**src/rtl/vas_pkg.sv**
```systemverilog
// ----------------------------------------------------------------------------
// Valve actuator supervisor package
// Shared types, command bit positions, mode codes and reset constants.
// ----------------------------------------------------------------------------
package vas_pkg;

    // Bit positions in the pending command latch.
    localparam int unsigned PEND_OPEN   = 0;
    localparam int unsigned PEND_CLOSE  = 1;
    localparam int unsigned PEND_AUTO   = 2;
    localparam int unsigned PEND_RESET  = 3;
    localparam int unsigned PEND_MANUAL = 4;
    localparam int unsigned PEND_REMOTE = 5;
    localparam int unsigned PEND_W      = 6;

    localparam logic [7:0] WATCHDOG_RESET    = 8'd50;
    localparam logic [7:0] WAIT_RELOAD_RESET = 8'd50;

    typedef enum logic [1:0] {
        MODE_AUTO   = 2'd0,
        MODE_MANUAL = 2'd1,
        MODE_REMOTE = 2'd2
    } mode_t;

    typedef enum logic [1:0] {
        CFG_PRESSURE_EN = 2'd0,
        CFG_LIMIT_EN    = 2'd1,
        CFG_OC_EN       = 2'd2,
        CFG_WAIT_RELOAD = 2'd3
    } cfg_index_t;

    typedef struct packed {
        logic       pressure_check_enable;
        logic       limit_check_enable;
        logic       open_circuit_check_enable;
        logic [7:0] wait_reload;
    } cfg_t;

    typedef struct packed {
        logic [PEND_W-1:0] cmds;
        logic              force_open;
        logic              force_close;
        logic              second_tick;
        logic              pressure_in;
        logic              limit_in;
        logic              circuit_ok_in;
    } scan_t;

    typedef struct packed {
        logic              drive_open;
        logic [1:0]        mode;
        logic              pressure_fault;
        logic              open_circuit_fault;
        logic              lamp_green;
        logic              lamp_attention;
        logic [PEND_W-1:0] commands_pending;
    } status_t;

endpackage

```
**src/rtl/vas_ifs.sv**
```systemverilog
// ----------------------------------------------------------------------------
// Valve actuator supervisor channel interfaces
// Scan request channel, status result channel and configuration write channel.
// ----------------------------------------------------------------------------
interface vas_scan_if;
    logic valid;
    logic ready;
    logic cmd_open;
    logic cmd_close;
    logic cmd_auto;
    logic cmd_fault_reset;
    logic cmd_manual;
    logic cmd_remote;
    logic force_open;
    logic force_close;
    logic second_tick;
    logic pressure_in;
    logic limit_in;
    logic circuit_ok_in;

    modport source (
        output valid, cmd_open, cmd_close, cmd_auto, cmd_fault_reset, cmd_manual,
               cmd_remote, force_open, force_close, second_tick, pressure_in,
               limit_in, circuit_ok_in,
        input  ready
    );
    modport sink (
        input  valid, cmd_open, cmd_close, cmd_auto, cmd_fault_reset, cmd_manual,
               cmd_remote, force_open, force_close, second_tick, pressure_in,
               limit_in, circuit_ok_in,
        output ready
    );
endinterface

interface vas_status_if;
    logic       valid;
    logic       ready;
    logic       drive_open;
    logic [1:0] mode;
    logic       pressure_fault;
    logic       open_circuit_fault;
    logic       lamp_green;
    logic       lamp_attention;
    logic [5:0] commands_pending;

    modport source (
        output valid, drive_open, mode, pressure_fault, open_circuit_fault,
               lamp_green, lamp_attention, commands_pending,
        input  ready
    );
    modport sink (
        input  valid, drive_open, mode, pressure_fault, open_circuit_fault,
               lamp_green, lamp_attention, commands_pending,
        output ready
    );
endinterface

interface vas_cfg_if;
    logic       valid;
    logic       ready;
    logic [1:0] index;
    logic [7:0] data;

    modport source (output valid, index, data, input ready);
    modport sink (input valid, index, data, output ready);
endinterface

```
**src/rtl/valve_actuator_supervisor.sv**
```systemverilog
// ----------------------------------------------------------------------------
// Valve actuator supervisor
// Shutoff valve command, mode and feedback watchdog supervision.
// ----------------------------------------------------------------------------
// Each scan request is captured in an input register and then run through
// the scan core, which updates the valve state and loads the status into the
// result register. A new scan is taken every clock while no status waits, so
// the sustained rate is one request per cycle when each status is taken as
// soon as it is presented. The status is presented from the result register,
// so it passes the input register and the result register after its request.
// A waiting status holds the next scan in the input register, and while that
// scan waits no further request is taken. Configuration writes are taken
// every cycle and should be made while no scan is in flight.
module valve_actuator_supervisor (
    input  logic          clk,
    input  logic          rst_n,
    vas_scan_if.sink      scan,
    vas_status_if.source  status,
    vas_cfg_if.sink       cfg
);

    vas_pkg::cfg_t    cfg_cur;
    vas_pkg::scan_t   scan_reg;
    vas_pkg::status_t core_status;
    vas_pkg::status_t status_reg;
    logic             in_valid_reg, in_valid_next;
    logic             out_valid_reg, out_valid_next;
    logic             advance;

    vas_cfg_regs u_cfg (
        .clk     (clk),
        .rst_n   (rst_n),
        .cfg     (cfg),
        .cfg_out (cfg_cur)
    );

    vas_core u_core (
        .clk    (clk),
        .rst_n  (rst_n),
        .cfg    (cfg_cur),
        .scan   (scan_reg),
        .step   (advance),
        .status (core_status)
    );

    assign advance    = in_valid_reg && (!out_valid_reg || status.ready);
    assign scan.ready = !in_valid_reg || advance;

    assign in_valid_next  = scan.valid || (in_valid_reg && !advance);
    assign out_valid_next = advance || (out_valid_reg && !status.ready);

    always_ff @(posedge clk or negedge rst_n)
    begin
        if (!rst_n)
        begin
            in_valid_reg  <= 1'b0;
            out_valid_reg <= 1'b0;
        end
        else
        begin
            if (scan.ready)
                in_valid_reg <= in_valid_next;
            else
                in_valid_reg <= in_valid_reg;
            out_valid_reg <= out_valid_next;
        end
    end

    always_ff @(posedge clk)
    begin
        if (scan.valid && scan.ready)
        begin
            scan_reg.cmds <= {scan.cmd_remote, scan.cmd_manual, scan.cmd_fault_reset,
                              scan.cmd_auto, scan.cmd_close, scan.cmd_open};
            scan_reg.force_open    <= scan.force_open;
            scan_reg.force_close   <= scan.force_close;
            scan_reg.second_tick   <= scan.second_tick;
            scan_reg.pressure_in   <= scan.pressure_in;
            scan_reg.limit_in      <= scan.limit_in;
            scan_reg.circuit_ok_in <= scan.circuit_ok_in;
        end
        if (advance)
            status_reg <= core_status;
    end

    assign status.valid              = out_valid_reg;
    assign status.drive_open         = status_reg.drive_open;
    assign status.mode               = status_reg.mode;
    assign status.pressure_fault     = status_reg.pressure_fault;
    assign status.open_circuit_fault = status_reg.open_circuit_fault;
    assign status.lamp_green         = status_reg.lamp_green;
    assign status.lamp_attention     = status_reg.lamp_attention;
    assign status.commands_pending   = status_reg.commands_pending;

endmodule

```
**src/rtl/vas_cfg_regs.sv**
```systemverilog
// ----------------------------------------------------------------------------
// Valve actuator supervisor configuration registers
// Takes register writes from the configuration channel, one per cycle.
// ----------------------------------------------------------------------------
module vas_cfg_regs (
    input  logic          clk,
    input  logic          rst_n,
    vas_cfg_if.sink       cfg,
    output vas_pkg::cfg_t cfg_out
);

    vas_pkg::cfg_t cfg_reg;
    vas_pkg::cfg_t cfg_next;

    assign cfg.ready = 1'b1;
    assign cfg_out   = cfg_reg;

    always_comb
    begin
        cfg_next = cfg_reg;
        if (cfg.valid)
        begin
            unique case (vas_pkg::cfg_index_t'(cfg.index))
                vas_pkg::CFG_PRESSURE_EN: cfg_next.pressure_check_enable = cfg.data[0];
                vas_pkg::CFG_LIMIT_EN:    cfg_next.limit_check_enable = cfg.data[0];
                vas_pkg::CFG_OC_EN:       cfg_next.open_circuit_check_enable = cfg.data[0];
                vas_pkg::CFG_WAIT_RELOAD: cfg_next.wait_reload = cfg.data;
                default:                  cfg_next = cfg_reg;
            endcase
        end
    end

    always_ff @(posedge clk or negedge rst_n)
    begin
        if (!rst_n)
        begin
            cfg_reg.pressure_check_enable     <= 1'b0;
            cfg_reg.limit_check_enable        <= 1'b0;
            cfg_reg.open_circuit_check_enable <= 1'b0;
            cfg_reg.wait_reload               <= vas_pkg::WAIT_RELOAD_RESET;
        end
        else
        begin
            cfg_reg <= cfg_next;
        end
    end

endmodule

```
**src/rtl/vas_core.sv**
```systemverilog
// ----------------------------------------------------------------------------
// Valve actuator supervisor scan core
// Holds the valve state and computes one scan cycle's update and status.
// ----------------------------------------------------------------------------
module vas_core (
    input  logic             clk,
    input  logic             rst_n,
    input  vas_pkg::cfg_t    cfg,
    input  vas_pkg::scan_t   scan,
    input  logic             step,
    output vas_pkg::status_t status
);

    logic                      pos_reg, pos_next;
    logic                      man_reg, man_next;
    logic                      rem_reg, rem_next;
    logic                      fault_reg, fault_next;
    logic                      circ_reg, circ_next;
    logic [vas_pkg::PEND_W-1:0] pend_reg, pend_next;
    logic [7:0]                wd_reg, wd_next;

    // The two checks share one watchdog and are applied one after the other.
    always_comb
    begin
        pend_next  = pend_reg | scan.cmds;
        pos_next   = pos_reg;
        man_next   = man_reg;
        rem_next   = rem_reg;
        fault_next = fault_reg;
        wd_next    = wd_reg;

        if (scan.force_open)
            pos_next = 1'b1;
        if (scan.force_close)
            pos_next = 1'b0;

        priority if (man_reg || rem_reg)
        begin
            if (pend_next[vas_pkg::PEND_OPEN])
            begin
                pend_next[vas_pkg::PEND_OPEN] = 1'b0;
                pos_next = 1'b1;
            end
            if (pend_next[vas_pkg::PEND_CLOSE])
            begin
                pend_next[vas_pkg::PEND_CLOSE] = 1'b0;
                pos_next = 1'b0;
            end
            if (pend_next[vas_pkg::PEND_AUTO])
            begin
                pend_next[vas_pkg::PEND_AUTO] = 1'b0;
                man_next = 1'b0;
                rem_next = 1'b0;
            end
            if (pend_next[vas_pkg::PEND_RESET])
            begin
                pend_next[vas_pkg::PEND_RESET] = 1'b0;
                fault_next = 1'b0;
                wd_next    = cfg.wait_reload;
            end
        end
        else if (pend_next[vas_pkg::PEND_MANUAL])
        begin
            pend_next[vas_pkg::PEND_MANUAL] = 1'b0;
            man_next = 1'b1;
        end
        else if (pend_next[vas_pkg::PEND_REMOTE])
        begin
            pend_next[vas_pkg::PEND_REMOTE] = 1'b0;
            rem_next = 1'b1;
        end
        else
        begin
            pend_next = pend_next;
        end

        if (cfg.pressure_check_enable)
        begin
            if (pos_next ? scan.pressure_in : !scan.pressure_in)
                wd_next = cfg.wait_reload;
            if (scan.second_tick && wd_next != 8'd0)
                wd_next = wd_next - 8'd1;
            if (wd_next == 8'd0)
                fault_next = 1'b1;
        end
        if (cfg.limit_check_enable)
        begin
            if (pos_next ? !scan.limit_in : scan.limit_in)
                wd_next = cfg.wait_reload;
            if (scan.second_tick && wd_next != 8'd0)
                wd_next = wd_next - 8'd1;
            if (wd_next == 8'd0)
                fault_next = 1'b1;
        end

        circ_next = cfg.open_circuit_check_enable ? !scan.circuit_ok_in : circ_reg;
    end

    always_comb
    begin
        status.drive_open         = pos_next;
        status.mode               = man_next ? vas_pkg::MODE_MANUAL
                                  : (rem_next ? vas_pkg::MODE_REMOTE : vas_pkg::MODE_AUTO);
        status.pressure_fault     = fault_next;
        status.open_circuit_fault = circ_next;
        status.lamp_green         = pos_next;
        status.lamp_attention     = fault_next || circ_next || man_next || rem_next;
        status.commands_pending   = pend_next;
    end

    always_ff @(posedge clk or negedge rst_n)
    begin
        if (!rst_n)
        begin
            pos_reg   <= 1'b0;
            man_reg   <= 1'b0;
            rem_reg   <= 1'b0;
            fault_reg <= 1'b0;
            circ_reg  <= 1'b0;
            pend_reg  <= '0;
            wd_reg    <= vas_pkg::WATCHDOG_RESET;
        end
        else if (step)
        begin
            pos_reg   <= pos_next;
            man_reg   <= man_next;
            rem_reg   <= rem_next;
            fault_reg <= fault_next;
            circ_reg  <= circ_next;
            pend_reg  <= pend_next;
            wd_reg    <= wd_next;
        end
    end

endmodule
```
**src/flat_wrapper.sv**
```systemverilog
// flat-port wrapper written by rule: the top's interface ports become plain ports
module valve_actuator_supervisor_flat 
  (clk, rst_n, scan_valid, scan_cmd_open, scan_cmd_close, scan_cmd_auto, scan_cmd_fault_reset, scan_cmd_manual, scan_cmd_remote, scan_force_open, scan_force_close, scan_second_tick, scan_pressure_in, scan_limit_in, scan_circuit_ok_in, scan_ready, status_valid, status_drive_open, status_mode, status_pressure_fault, status_open_circuit_fault, status_lamp_green, status_lamp_attention, status_commands_pending, status_ready, cfg_valid, cfg_index, cfg_data, cfg_ready);
  vas_scan_if scan_i ();
  vas_status_if status_i ();
  vas_cfg_if cfg_i ();
  input  logic clk;
  input  logic rst_n;
  input wire logic [$bits(scan_i.valid)-1:0] scan_valid;
  input wire logic [$bits(scan_i.cmd_open)-1:0] scan_cmd_open;
  input wire logic [$bits(scan_i.cmd_close)-1:0] scan_cmd_close;
  input wire logic [$bits(scan_i.cmd_auto)-1:0] scan_cmd_auto;
  input wire logic [$bits(scan_i.cmd_fault_reset)-1:0] scan_cmd_fault_reset;
  input wire logic [$bits(scan_i.cmd_manual)-1:0] scan_cmd_manual;
  input wire logic [$bits(scan_i.cmd_remote)-1:0] scan_cmd_remote;
  input wire logic [$bits(scan_i.force_open)-1:0] scan_force_open;
  input wire logic [$bits(scan_i.force_close)-1:0] scan_force_close;
  input wire logic [$bits(scan_i.second_tick)-1:0] scan_second_tick;
  input wire logic [$bits(scan_i.pressure_in)-1:0] scan_pressure_in;
  input wire logic [$bits(scan_i.limit_in)-1:0] scan_limit_in;
  input wire logic [$bits(scan_i.circuit_ok_in)-1:0] scan_circuit_ok_in;
  output wire logic [$bits(scan_i.ready)-1:0] scan_ready;
  output wire logic [$bits(status_i.valid)-1:0] status_valid;
  output wire logic [$bits(status_i.drive_open)-1:0] status_drive_open;
  output wire logic [$bits(status_i.mode)-1:0] status_mode;
  output wire logic [$bits(status_i.pressure_fault)-1:0] status_pressure_fault;
  output wire logic [$bits(status_i.open_circuit_fault)-1:0] status_open_circuit_fault;
  output wire logic [$bits(status_i.lamp_green)-1:0] status_lamp_green;
  output wire logic [$bits(status_i.lamp_attention)-1:0] status_lamp_attention;
  output wire logic [$bits(status_i.commands_pending)-1:0] status_commands_pending;
  input wire logic [$bits(status_i.ready)-1:0] status_ready;
  input wire logic [$bits(cfg_i.valid)-1:0] cfg_valid;
  input wire logic [$bits(cfg_i.index)-1:0] cfg_index;
  input wire logic [$bits(cfg_i.data)-1:0] cfg_data;
  output wire logic [$bits(cfg_i.ready)-1:0] cfg_ready;
  assign scan_i.valid = scan_valid;
  assign scan_i.cmd_open = scan_cmd_open;
  assign scan_i.cmd_close = scan_cmd_close;
  assign scan_i.cmd_auto = scan_cmd_auto;
  assign scan_i.cmd_fault_reset = scan_cmd_fault_reset;
  assign scan_i.cmd_manual = scan_cmd_manual;
  assign scan_i.cmd_remote = scan_cmd_remote;
  assign scan_i.force_open = scan_force_open;
  assign scan_i.force_close = scan_force_close;
  assign scan_i.second_tick = scan_second_tick;
  assign scan_i.pressure_in = scan_pressure_in;
  assign scan_i.limit_in = scan_limit_in;
  assign scan_i.circuit_ok_in = scan_circuit_ok_in;
  assign scan_ready = scan_i.ready;
  assign status_valid = status_i.valid;
  assign status_drive_open = status_i.drive_open;
  assign status_mode = status_i.mode;
  assign status_pressure_fault = status_i.pressure_fault;
  assign status_open_circuit_fault = status_i.open_circuit_fault;
  assign status_lamp_green = status_i.lamp_green;
  assign status_lamp_attention = status_i.lamp_attention;
  assign status_commands_pending = status_i.commands_pending;
  assign status_i.ready = status_ready;
  assign cfg_i.valid = cfg_valid;
  assign cfg_i.index = cfg_index;
  assign cfg_i.data = cfg_data;
  assign cfg_ready = cfg_i.ready;
  valve_actuator_supervisor u_core (.clk(clk), .rst_n(rst_n), .scan(scan_i), .status(status_i), .cfg(cfg_i));
endmodule
```
**config.mk**
```make
export PLATFORM = sky130hd
export DESIGN_NAME = valve_actuator_supervisor_flat
export DESIGN_NICKNAME = d
export VERILOG_FILES = /design/src/rtl/vas_pkg.sv /design/src/rtl/vas_ifs.sv /design/src/rtl/valve_actuator_supervisor.sv /design/src/rtl/vas_cfg_regs.sv /design/src/rtl/vas_core.sv /design/src/flat_wrapper.sv
export SDC_FILE = /design/constraint.sdc
export NUM_CORES = 1
export LEC_CHECK = 0
export ABC_AREA = 0
export ABC_CLOCK_PERIOD_IN_PS = 4900
export BUFFER_PORTS_ARGS = -buffer_cell sky130_fd_sc_hd__buf_2
export CAP_MARGIN = 20
export CORE_MARGIN = 4
export CORE_UTILIZATION = 55
export DETAILED_ROUTE_END_ITERATION = 10
export PLACE_DENSITY = 0.8
export SYNTH_ARGS = -nofsm -noshare
export SYNTH_HDL_FRONTEND = slang
export SYNTH_HIERARCHICAL = 1
export SYNTH_SLANG_ARGS = --single-unit
export TNS_END_PERCENT = 5
```
**constraint.sdc**
```tcl
create_clock -name clk -period 4.9 [get_ports clk]
set_input_delay 0.49 -clock clk [delete_from_list [all_inputs] [get_ports clk]]
set_output_delay 0.49 -clock clk [all_outputs]
set_load 0.01 [all_outputs]
```
Word level (Yosys, flattened, before mapping)
Index checks and enable logic that the tools add are counted.
{ "classes": {"n_eq_ne": 3, "n_addsub": 2, "bitwise": 1, "n_mul": 0, "div": 0, "reduce_logical": 30, "n_lt_le_gt_ge": 0, "muxes": 37, "shifts": 0} }
{ "op_table": {"columns": ["operator", "count"], "rows": [
  ["$mux 8", 12],
  ["$mux 1", 22],
  ["$logic_not 8->1", 2],
  ["$reduce_bool 8->1", 2],
  ["$sub 8x1->8 const B", 2],
  ["$logic_or 1x1->1", 8],
  ["$reduce_and 2->1", 4],
  ["$logic_not 1->1", 7],
  ["$logic_and 1x1->1", 6],
  ["$or 6x6->6", 1],
  ["$eq 2x2->1 const B", 2],
  ["$mux 2", 2],
  ["$mux 4", 1],
  ["$eq 2x1->1 const B", 1],
  ["$logic_not 2->1", 1]
]} }
{ "totals": {"reg_bits": 56, "wordCells": 99, "rom_bits": 0, "latchBits": 0, "ramBits": 0, "input_bits": 27, "mem_count": 0} }

Longest topological paths before layout
Gate-level depths: netlist of run 1.
{ "logic_depth": {"depth_word": 25, "mapped_depth": 18, "depth_no_buf": 15} }

Cells and area by module
Netlist of run 1, hierarchy kept.
{ "by_module_without_submodules": {"columns": ["mod", "area_each_um2", "cells_per_inst", "instances"], "rows": [
  ["vas_core", 2565.0, 341, 1],
  ["valve_actuator_supervisor", 854.6, 33, 1],
  ["vas_cfg_regs", 454.2, 28, 1]
]} }

Worst setup path after synthesis of run 1
Ideal clock, no wire load.
{ "synth_timing": {"path_kind": "reg2reg", "from": "register u_core.u_core.rem_reg", "to": "register u_core.status_reg (netlist bit u_core/status.pressure_fault) (data pin)", "setup_ns": 0.251, "path_stages_with_launch": 19, "arrival_time_ns": 3.837, "slack_ns": 0.812, "synth_period_minus_slack_ns": 4.088, "path_buffers": 3, "path_cell_list": "dfrtp_1 > buf_6 > o22a_1 > a2111oi_4 > a21o_4 > buf_6 > mux2i_1 > ha_1 > nand2_1 > nor2_1 > nand2_1 > mux2i_1 > mux2_2 > o21ai_0 > o41a_2 > mux2i_1 > nand3_1 > nand2_1 > buf_4"} }
{ "synth_via": {"elab_chain_len": 19} }
{ "synth_rtl": {"columns": ["element", "line", "text"], "rows": [
  ["start, declared", "vas_core.sv:16", "logic rem_reg, rem_next;"],
  ["start signal, assigned", "vas_core.sv:127", "rem_reg <= rem_next;"],
  ["$logic_or 1x1->1 *", "vas_core.sv:37", "priority if (man_reg || rem_reg)"],
  ["parallel branches: the longest is 17 deep, another holds $sub 8x1->8", null, null],
  ["$mux 1 *", "vas_core.sv:86", "if (cfg.limit_check_enable)"],
  ["via u_core.u_core.fault_next", "vas_core.sv:17", "logic fault_reg, fault_next;"],
  ["end signal, assigned", "valve_actuator_supervisor.sv:83", "status_reg <= core_status;"],
  ["end, declared", "valve_actuator_supervisor.sv:25", "vas_pkg::status_t status_reg;"]
]} }
Mark *: on every way through the listed nets, which the timed path passes. The select of a mux whose other input is x is not followed.
A chain may end at the register's enable or synchronous reset.

==> impl_metrics.tcl, run 1 <==
set metrics [dict create \
    status "complete, no violations" \
    cts_root_buf "clkbuf_8" \
    worst_pin_slew_ns 0.896 \
    regToRegSetupSlack_ns 0.28 \
    die_y_um 91.9 \
    core_mm2 0.00683 \
    path_clk_slew_ns 0.07 \
    largest_reg_flops 12 \
    vias 3414 \
    cap_violations 0 \
    grt_first_pass_wirelength_um 16500 \
    layout_setup_ws_ns 0.280 \
    end_kind "register" \
    r2r_cells 15 \
    syn_area_per_cell_um2 9.64 \
    finClkSkew_ns 0.00554 \
    critPathLaunchType "register" \
    wl_um 9810 \
    seq_area_frac_synth_pct 40.2 \
    clock-sinks 57 \
    synth_ff_type "dfrtp_1" \
    gp_congestion 1.01 \
    synth_edf_count 25 \
    max-clock-path-buffers 2 \
    critPathKind "reg -> reg" \
    antenna_found_initial 0 \
    cp_max_fo 12 \
    cp.required_ns 5.11 \
    die_w_um 91.9 \
    yosys_warnings 6 \
    fin_crit_ns 4.62 \
    layout-drive-gt1-share_pct 24.8 \
    drc 0 \
    p_leak_nw 1.74 \
    num_rows 30 \
    crit_start "u_core/u_core/rem_reg" \
    reg2reg_to "u_core/status.lamp_attention" \
    final-setup-viol-count 0 \
    worstHoldPathType "in -> async" \
    port_buffers 41 \
    cts_buffers 9 \
    slew_headroom_pct 40.3 \
    grt_max_degree 45 \
    fin_nets 459 \
    reg2reg_from "u_core/u_core/rem_reg" \
    async_flop_share_pct 56.1 \
    grt_overflow 0 \
    clk_latency_ns 0.34 \
    synth_area_mm2 0.00387 \
    max_freq_mhz 216 \
    die_area_mm2 0.00845 \
    synth_cell_types 82 \
    fin_crit_sh_pct 94.3 \
    start_util_pct 56.7 \
    rsz0062_at_grt "no" \
    dr.pass1.iters 6 \
    cp_data_arrival_time_ns 4.83 \
    io_pins 43 \
    syn_nets 431 \
    vdd_drop_max_uv 289 \
    post-place-ws_ns 0.265 \
    setup_tns_ns 0 \
    finalHoldViolCount 0 \
    first_global_vias 3293 \
    drtAntennaViolNets 0 \
    synth.ff_latch_count 57 \
    tritoncts "built" \
    num_antenna_cells 0 \
    hpwl_um 7050 \
    grt_usage_pct 24.6 \
    synth_cells 402 \
    drv_slew 0 \
    vias_per_cell 6.43 \
    detail_route.wl_per_cell_um 18.5 \
    first_iter_violations 364 \
    htree_levels 3 \
    powerDensity_mw_per_mm2 529 \
    syn_to_final_growth_pct 10.1 \
]
-- cells by family (layout without fill, tap and decap cells) --
group | Yosys count | count (layout) | share of synthesized area [%]
other | 1 | 1 | 0.0968
flip-flops | 57 | 57 | 40.2
AND/OR/NAND/NOR | 158 | 158 | 21.4
adder cells (fa/ha/maj) | 2 | 2 | 0.646
multiplexers | 40 | 40 | 11.0
AO/OA/AOI/OAI | 94 | 94 | 18.7
buffers and inverters | 42 | 75 | 5.33
XOR/XNOR | 8 | 8 | 2.49
-- layer usage --
| layer | wire [um] | global-route usage [%] | vias up |
|---|---|---|---|
| met4 | 305 | 10.6 | 0 |
| met2 | 4490 | 38.5 | 200 |
| met1 | 4150 | 33.6 | 1626 |
| met5 | 0 | 0 | - |
| met3 | 865 | 4.10 | 38 |
| li1 | - | - | 1550 |
-- cell usage after synthesis, types with 3 or more instances --
cell | count | area (um^2)
a31oi_1 | 4 | 25.0
nand2_1 | 35 | 131
and3_1 | 7 | 43.8
mux2i_1 | 19 | 190
o2111ai_1 | 3 | 26.3
nor2_1 | 46 | 173
a211oi_1 | 4 | 30.0
nor3_1 | 5 | 25.0
nor4_1 | 8 | 50.1
buf_6 | 3 | 33.8
o22ai_1 | 3 | 18.8
o22a_1 | 3 | 26.3
nand3_1 | 19 | 95.1
nand2b_1 | 8 | 50.1
a21oi_1 | 25 | 125
clkbuf_1 | 15 | 56.3
o21ai_0 | 12 | 60.1
dfstp_2 | 6 | 158
edfxtp_1 | 25 | 751
buf_4 | 6 | 45.0
or2_2 | 3 | 18.8
and2_1 | 3 | 18.8
inv_1 | 15 | 56.3
nand4_1 | 5 | 31.3
mux2_2 | 20 | 225
a22o_1 | 3 | 26.3
xnor2_1 | 5 | 43.8
dfrtp_1 | 26 | 651
nand3b_1 | 3 | 22.5
-- what timing repair did --
item | 4_1_cts | 5_1_grt
buffers inserted | 0 | 0
endpoints found under the setup margin | 0 | 5
hold buffers | 0 | 0
gates resized for setup | 0 | 2
-- worst max-delay path, cell delays in order (launching register included) --
cell and delay, ns:
dfrtp_1 0.50, o22a_1 0.41, a2111oi_4 0.46, a21o_4 0.25
mux2i_2 0.36, ha_1 0.24, nand2_1 0.19, nor2_1 0.18
nand2_1 0.08, mux2i_2 0.29, mux2_2 0.39, o21ai_0 0.31
o41a_2 0.28, mux2i_1 0.29, nand3_1 0.15, nand3_1 0.09
-- layout by cell type, fill, tap and decap left out, types with 3 or more instances in the layout --
| cell | synthesis | layout |
|---|---|---|
| a211oi_1 | 4 | 4 |
| a21oi_1 | 25 | 25 |
| a22o_1 | 3 | 3 |
| a31oi_1 | 4 | 4 |
| and2_1 | 3 | 3 |
| and3_1 | 7 | 7 |
| buf_2 | 1 | 41 |
| clkbuf_8 | 0 | 9 |
| dfrtp_1 | 26 | 26 |
| dfstp_2 | 6 | 6 |
| edfxtp_1 | 25 | 25 |
| inv_1 | 15 | 15 |
| mux2_2 | 20 | 20 |
| mux2i_1 | 19 | 17 |
| nand2_1 | 35 | 35 |
| nand2b_1 | 8 | 8 |
| nand3_1 | 19 | 19 |
| nand3b_1 | 3 | 3 |
| nand4_1 | 5 | 5 |
| nor2_1 | 46 | 46 |
| nor3_1 | 5 | 5 |
| nor4_1 | 8 | 8 |
| o2111ai_1 | 3 | 3 |
| o21ai_0 | 12 | 12 |
| o22a_1 | 3 | 3 |
| o22ai_1 | 3 | 3 |
| or2_2 | 3 | 3 |
| xnor2_1 | 5 | 5 |
-- through the flow --
| stage | area [um^2] | util (%) | power, mW | hold slack (ns) | std cells |
|---|---|---|---|---|---|
| 2_1_floorplan | 3870 | - | 1.57 | 0.194 | 402 |
| 3_3_place_gp | 4070 | 59.6 | 1.76 | 0.495 | 515 |
| 3_5_place_dp | 4070 | 59.6 | 1.79 | 0.503 | 515 |
| 4_1_cts | 4260 | 62.3 | 2.22 | 0.251 | 531 |
| 5_1_grt | 4270 | 62.4 | 2.40 | 0.275 | 531 |
| 6_report | 4270 | 62.4 | 2.25 | 0.214 | 531 |
-- power breakdown --
| part | switching [mW] | internal, mW | total [mW] |
|---|---|---|---|
| sequential | 0.174 | 0.630 | 0.804 |
| combinational | 0.618 | 0.410 | 1.03 |
| clock | 0.188 | 0.234 | 0.422 |
| total | 0.981 | 1.27 | 2.25 |
-- how the worst max path moves through the flow --
stage	to	slack, ns	cells after the start
floorplan	u_core/status.pressure_fault	0.81	18
finish	u_core/status.lamp_attention	0.28	15
detailed placement	u_core/status.lamp_attention	0.26	15
global placement	u_core/u_core/wd_reg[4]	0.47	15
CTS	u_core/status.lamp_attention	0.24	15
global route	u_core/status.lamp_attention	0.007	15
-- layout make-up --
type                    instances  area, um^2
flip-flops and latches         57        1560
fillers                       608        2570
well taps                      96         120
multi-input cells             303        2120
clock inverters                 5        56.3
inverters                      16        62.6
clock buffers                  11         131
repair buffers                 43         220
Note: power is estimated with default switching activity, not from simulation.
==> run 2, diff against run 1 <==
- CORE_UTILIZATION: 55 -> 50
- PLACE_DENSITY: 0.8 -> 0.74
==> run 2 against run 1 <==
- sequential share of layout area is 0.054 points lower
- critical path type unchanged
- clock power down 8.1%
- first-iteration DRC count decreased by 12%
- non-clock buffer count rose by 2
- critical path depth stayed put
- critical endpoint unchanged
- worst setup slack got worse by 0.0067 ns
- design area rose by 0.15%
- largest cell class unchanged
- die area increased by 9.1%
- via count shrank 2.6%
- sequential power about the same
==> impl_metrics.tcl, run 2 (same netlist as run 1, synthesis figures left out) <==
set metrics [dict create \
    status "complete, no violations" \
    fin_nets 461 \
    layout-drive-gt1-share_pct 25.4 \
    cp_data_arrival_time_ns 4.72 \
    tritoncts "built" \
    first_iter_violations 322 \
    critPathKind "reg -> reg" \
    cts_buffers 9 \
    grt_first_pass_wirelength_um 15800 \
    finalHoldViolCount 0 \
    final-setup-viol-count 0 \
    grt_overflow 0 \
    powerDensity_mw_per_mm2 522 \
    largest_reg_flops 12 \
    core_mm2 0.00741 \
    die_area_mm2 0.00922 \
    regToRegSetupSlack_ns 0.27 \
    antenna_found_initial 0 \
    num_antenna_cells 0 \
    cts_root_buf "clkbuf_8" \
    worstHoldPathType "in -> async" \
    drtAntennaViolNets 0 \
    max_freq_mhz 216 \
    detail_route.wl_per_cell_um 18.6 \
    reg2reg_to "u_core/status.lamp_attention" \
    cts_hold_buffers 0 \
    htree_levels 3 \
    reg2reg_from "u_core/u_core/rem_reg" \
    vdd_drop_max_uv 213 \
    start_util_pct 52.3 \
    grt_usage_pct 22.9 \
    grt_max_degree 45 \
    worst_pin_slew_ns 0.850 \
    dr.pass1.iters 6 \
    clock-sinks 57 \
    fin_crit_sh_pct 94.4 \
    syn_to_final_growth_pct 10.3 \
    critPathLaunchType "register" \
    drv_slew 0 \
    r2r_cells 15 \
    finalHoldWorstSlack_ns 0.209 \
    cp.required_ns 4.99 \
    drc 0 \
    io_pins 43 \
    vias 3324 \
    port_buffers 41 \
    wl_um 9960 \
    first_global_vias 3022 \
    max-clock-path-buffers 2 \
    p_leak_nw 1.74 \
    final_common_cell "nor2_1" \
    num_rows 31 \
    path_clk_slew_ns 0.07 \
    fillers 680 \
    die_y_um 96.0 \
    end_kind "register" \
    final_util_pct 57.7 \
    setup_tns_ns 0 \
    post-place-ws_ns 0.248 \
    mostFrequentLayoutCells "nor2_1 (46), buf_2 (41), nand2_1 (35)" \
    rsz0062_at_grt "no" \
    p_total_mw 2.23 \
    hpwl_um 7260 \
    gp_congestion 1.03 \
    fin_crit_ns 4.63 \
    cap_violations 0 \
    slew_headroom_pct 42.6 \
    cp_max_fo 12 \
    layout_setup_ws_ns 0.273 \
    crit_start "u_core/u_core/rem_reg" \
    vias_per_cell 6.20 \
    clk_latency_ns 0.34 \
    die_w_um 96.0 \
    finClkSkew_ns 0.00595 \
]
## run 2: cell count changes in the layout (fill, tap and decap cells not counted), sizes merged
| cell | before | now |
|---|---|---|
| bufinv | 1 | 0 |
| buf | 43 | 45 |
| clkinvlp | 1 | 2 |
## run 2: through the flow
| stage | cells | cell area [um^2] |
|---|---|---|
| finish | 536 | 4270 |
| global route | 536 | 4270 |
| CTS | 536 | 4260 |
| detailed placement | 520 | 4090 |
| global placement | 520 | 4090 |
| floorplan | 402 | 3870 |
## run 2: power breakdown
| group | leakage (nW) | internal (mW) | total [mW] | switching, mW |
|---|---|---|---|---|
| clock network | 0.0830 | 0.195 | 0.388 | 0.193 |
| logic | 1.04 | 0.417 | 1.04 | 0.623 |
| registers | 0.612 | 0.630 | 0.801 | 0.171 |
## run 2: layer usage
layer / share of wire, % / GRT usage, % / vias up
met1: 43 / 31.6 / 1588
met2: 47 / 35.9 / 169
met5: 0 / 0 / -
met4: 1.4 / 8.18 / 0
met3: 7.9 / 4.38 / 12
li1: - / - / 1555
## run 2: what timing repair did
item | in CTS | in global routing
gates resized for setup | 0 | 3
setup buffers | 0 | 0
endpoints found under the setup margin | 0 | 10
## run 2: worst max-delay path, stage by stage, from the launching register on
cell       delay, ns
dfrtp_1         0.50
o22a_2          0.37
a2111oi_4       0.46
a21o_4          0.26
mux2i_2         0.40
ha_1            0.24
nand2_1         0.21
nor3_1          0.31
xnor2_1         0.16
mux2i_1         0.15
a2bb2oi_1       0.21
o21ai_0         0.18
o41a_2          0.58
mux2i_1         0.17
nand3_1         0.12
nand3_1         0.07
## run 2: layout make-up
cell class              instances  area (um^2)  area share [%]
well taps                      99          124            2.90
clock buffers                  11          141            3.31
flip-flops and latches         57         1560            36.5
inverters                      16         62.6            1.46
multi-input cells             303         2120            49.6
clock inverters                 5         32.5           0.762
repair buffers                 45          235            5.51
## run 2: worst max path at each step
stage | cells after the start | to
after CTS | 15 | u_core/status.lamp_attention
after global routing | 15 | u_core/status.lamp_attention
final | 15 | u_core/status.lamp_attention
after global placement | 15 | u_core/u_core/wd_reg[4]
after floorplan | 18 | u_core/status.pressure_fault
after detailed placement | 15 | u_core/u_core/fault_reg
==> run 3, diff against run 2 <==
- ABC_CLOCK_PERIOD_IN_PS: 4900 -> 5600
- clock period: 4.9 -> 5.6 ns (I/O delays scaled with it)
==> run 3 against run 2 <==
- clock skew about the same
- combinational power decreased by 13%
- non-clock buffer count decreased by 2
- register-to-register slack improved by 0.53 ns
- global-route usage increased by 0.96 points
- design area increased by 0.47%
- first-iteration DRC count decreased by 29%
- critical path depth unchanged
==> impl_metrics.tcl, run 3 (same netlist as run 1, synthesis figures left out) <==
set metrics [dict create \
    status "complete, no violations" \
    grt_overflow 0 \
    start_util_pct 52.3 \
    core_mm2 0.00741 \
    grt_usage_pct 23.9 \
    vdd_drop_max_uv 181 \
    met3_usage_pct 3.67 \
    post_cts_resized 0 \
    grtUsageMet2_pct 37.7 \
    wl_um 10500 \
    fin_crit_ns 4.80 \
    max-clock-path-buffers 2 \
    critPathLaunchType "register" \
    die_w_um 96.0 \
    drc 0 \
    grt_first_pass_wirelength_um 16400 \
    cp_data_arrival_time_ns 5.01 \
    critPathKind "reg -> reg" \
    num_rows 31 \
    mostFrequentLayoutCells "nor2_1 (46), buf_2 (41), nand2_1 (35)" \
    first_iter_violations 229 \
    path_clk_slew_ns 0.07 \
    top_usage_layer "met2" \
    slew_headroom_pct 43.7 \
    cp_max_fo 12 \
    met1_usage_pct 31.0 \
    io_pins 43 \
    htree_levels 3 \
    hpwl_um 7420 \
    worstHoldPathType "in -> async" \
    port_buffers 41 \
    largest_reg_flops 12 \
    stdcell_area_mm2 0.00429 \
    final_common_cell "nor2_1" \
    powerDensity_mw_per_mm2 477 \
    tritoncts "built" \
    gp_congestion 0.996 \
    rsz0062_at_grt "no" \
    layout-drive-gt1-share_pct 24.6 \
    detail_route.wl_per_cell_um 19.6 \
    end_kind "register" \
    fillers 669 \
    die_area_mm2 0.00922 \
    antenna_found_initial 0 \
    multi_input_area_mm2 0.00211 \
    cts_root_buf "clkbuf_8" \
    drv_slew 0 \
    final-setup-viol-count 0 \
    die_y_um 96.0 \
    cts_hold_buffers 0 \
    first_global_vias 3167 \
    worst_pin_slew_ns 0.833 \
    grt_max_degree 45 \
    setup_tns_ns 0 \
    vias_per_cell 6.35 \
    num_antenna_cells 0 \
    finClkSkew_ns 0.00565 \
    cp.required_ns 5.81 \
    vias 3392 \
    placed_cell_area_mm2 0.00407 \
    dr.pass1.iters 5 \
    clk_latency_ns 0.34 \
    register_area_mm2 0.00156 \
    fin_crit_sh_pct 85.7 \
    max_freq_mhz 208 \
    drtAntennaViolNets 0 \
    fin_nets 459 \
    finalHoldViolCount 0 \
    p_leak_nw 1.75 \
    cts_buffers 9 \
    postCtsSetupRepairBufs 0 \
    cap_violations 0 \
    syn_to_final_growth_pct 10.8 \
    clock-sinks 57 \
]
[run 3: cell types whose count changed in the layout (fill, tap and decap cells not counted)]
cell        previous run  this run
buf_4                  4         2
bufinv_16              0         2
mux2i_1               17        19
mux2i_2                2         0
clkbuf_1               1         0
clkbuf_8              10         9
clkinvlp_4             2         1
inv_6                  0         1
o22a_1                 2         3
o22a_2                 1         0
[run 3: cell type report]
cell class | count | area share, %
clock inverters | 7 | 2.19
multi-input cells | 303 | 49.1
clock buffers | 9 | 2.89
inverters | 16 | 1.46
well taps | 99 | 2.89
repair buffers | 43 | 5.13
flip-flops and latches | 57 | 36.3
[run 3: power by group]
group          switching (mW)  leakage [nW]  internal, mW
clock network           0.179         0.107         0.250
logic                   0.548          1.03         0.357
registers               0.160         0.612         0.551
total                   0.888          1.75          1.16
[run 3: critical path, cell delays in order, from the launching register on]
cell,delay [ns]
dfrtp_1,0.50
o22a_1,0.42
a2111oi_4,0.47
a21o_4,0.25
mux2i_1,0.45
ha_1,0.25
nand2_1,0.21
nor2_1,0.17
nand2_1,0.07
mux2i_1,0.34
mux2_2,0.40
o21ai_0,0.34
o41a_2,0.28
mux2i_1,0.28
nand3_1,0.14
nand3_1,0.09
[run 3: path summary, 6_finish.rpt]
path / startpoint / slack (ns) / end / depth (start not counted)
hold reg to reg: u_core/u_core/pend_reg[2] / 0.53 / u_core/u_core/pend_reg[2] / 1
setup reg to reg: u_core/u_core/rem_reg / 0.80 / u_core/status.lamp_attention / 15
min in group clk: scan_cmd_manual / 0.39 / u_core/scan_reg[10] / 1
setup / recovery: u_core/u_core/rem_reg / 0.80 / u_core/status.lamp_attention / 15
max in group asynchronous: rst_n / 4.83 / u_core/u_core/wd_reg[0] / 1
hold / removal: rst_n / 0.29 / u_core/in_valid_reg / 1
[run 3: metal layers]
metal  wire length, um  up-vias  share of wire [%]
met3               723       38                6.9
met1              4440     1629                 42
met2              4860      175                 46
met5                 0        -                  0
li1                  -     1550                  -
met4               437        0                4.2
[run 3: through the flow]
stage	util (%)	power (mW)	instances	hold slack (ns)	setup WS [ns]
3_5_place_dp	55.0	1.59	518	0.513	1.00
4_1_cts	57.9	2.03	534	0.310	0.911
3_3_place_gp	55.0	1.56	518	0.496	1.14
2_1_floorplan	-	1.37	402	0.264	1.51
5_1_grt	57.9	2.16	534	0.342	0.414
6_report	57.9	2.05	534	0.291	0.802
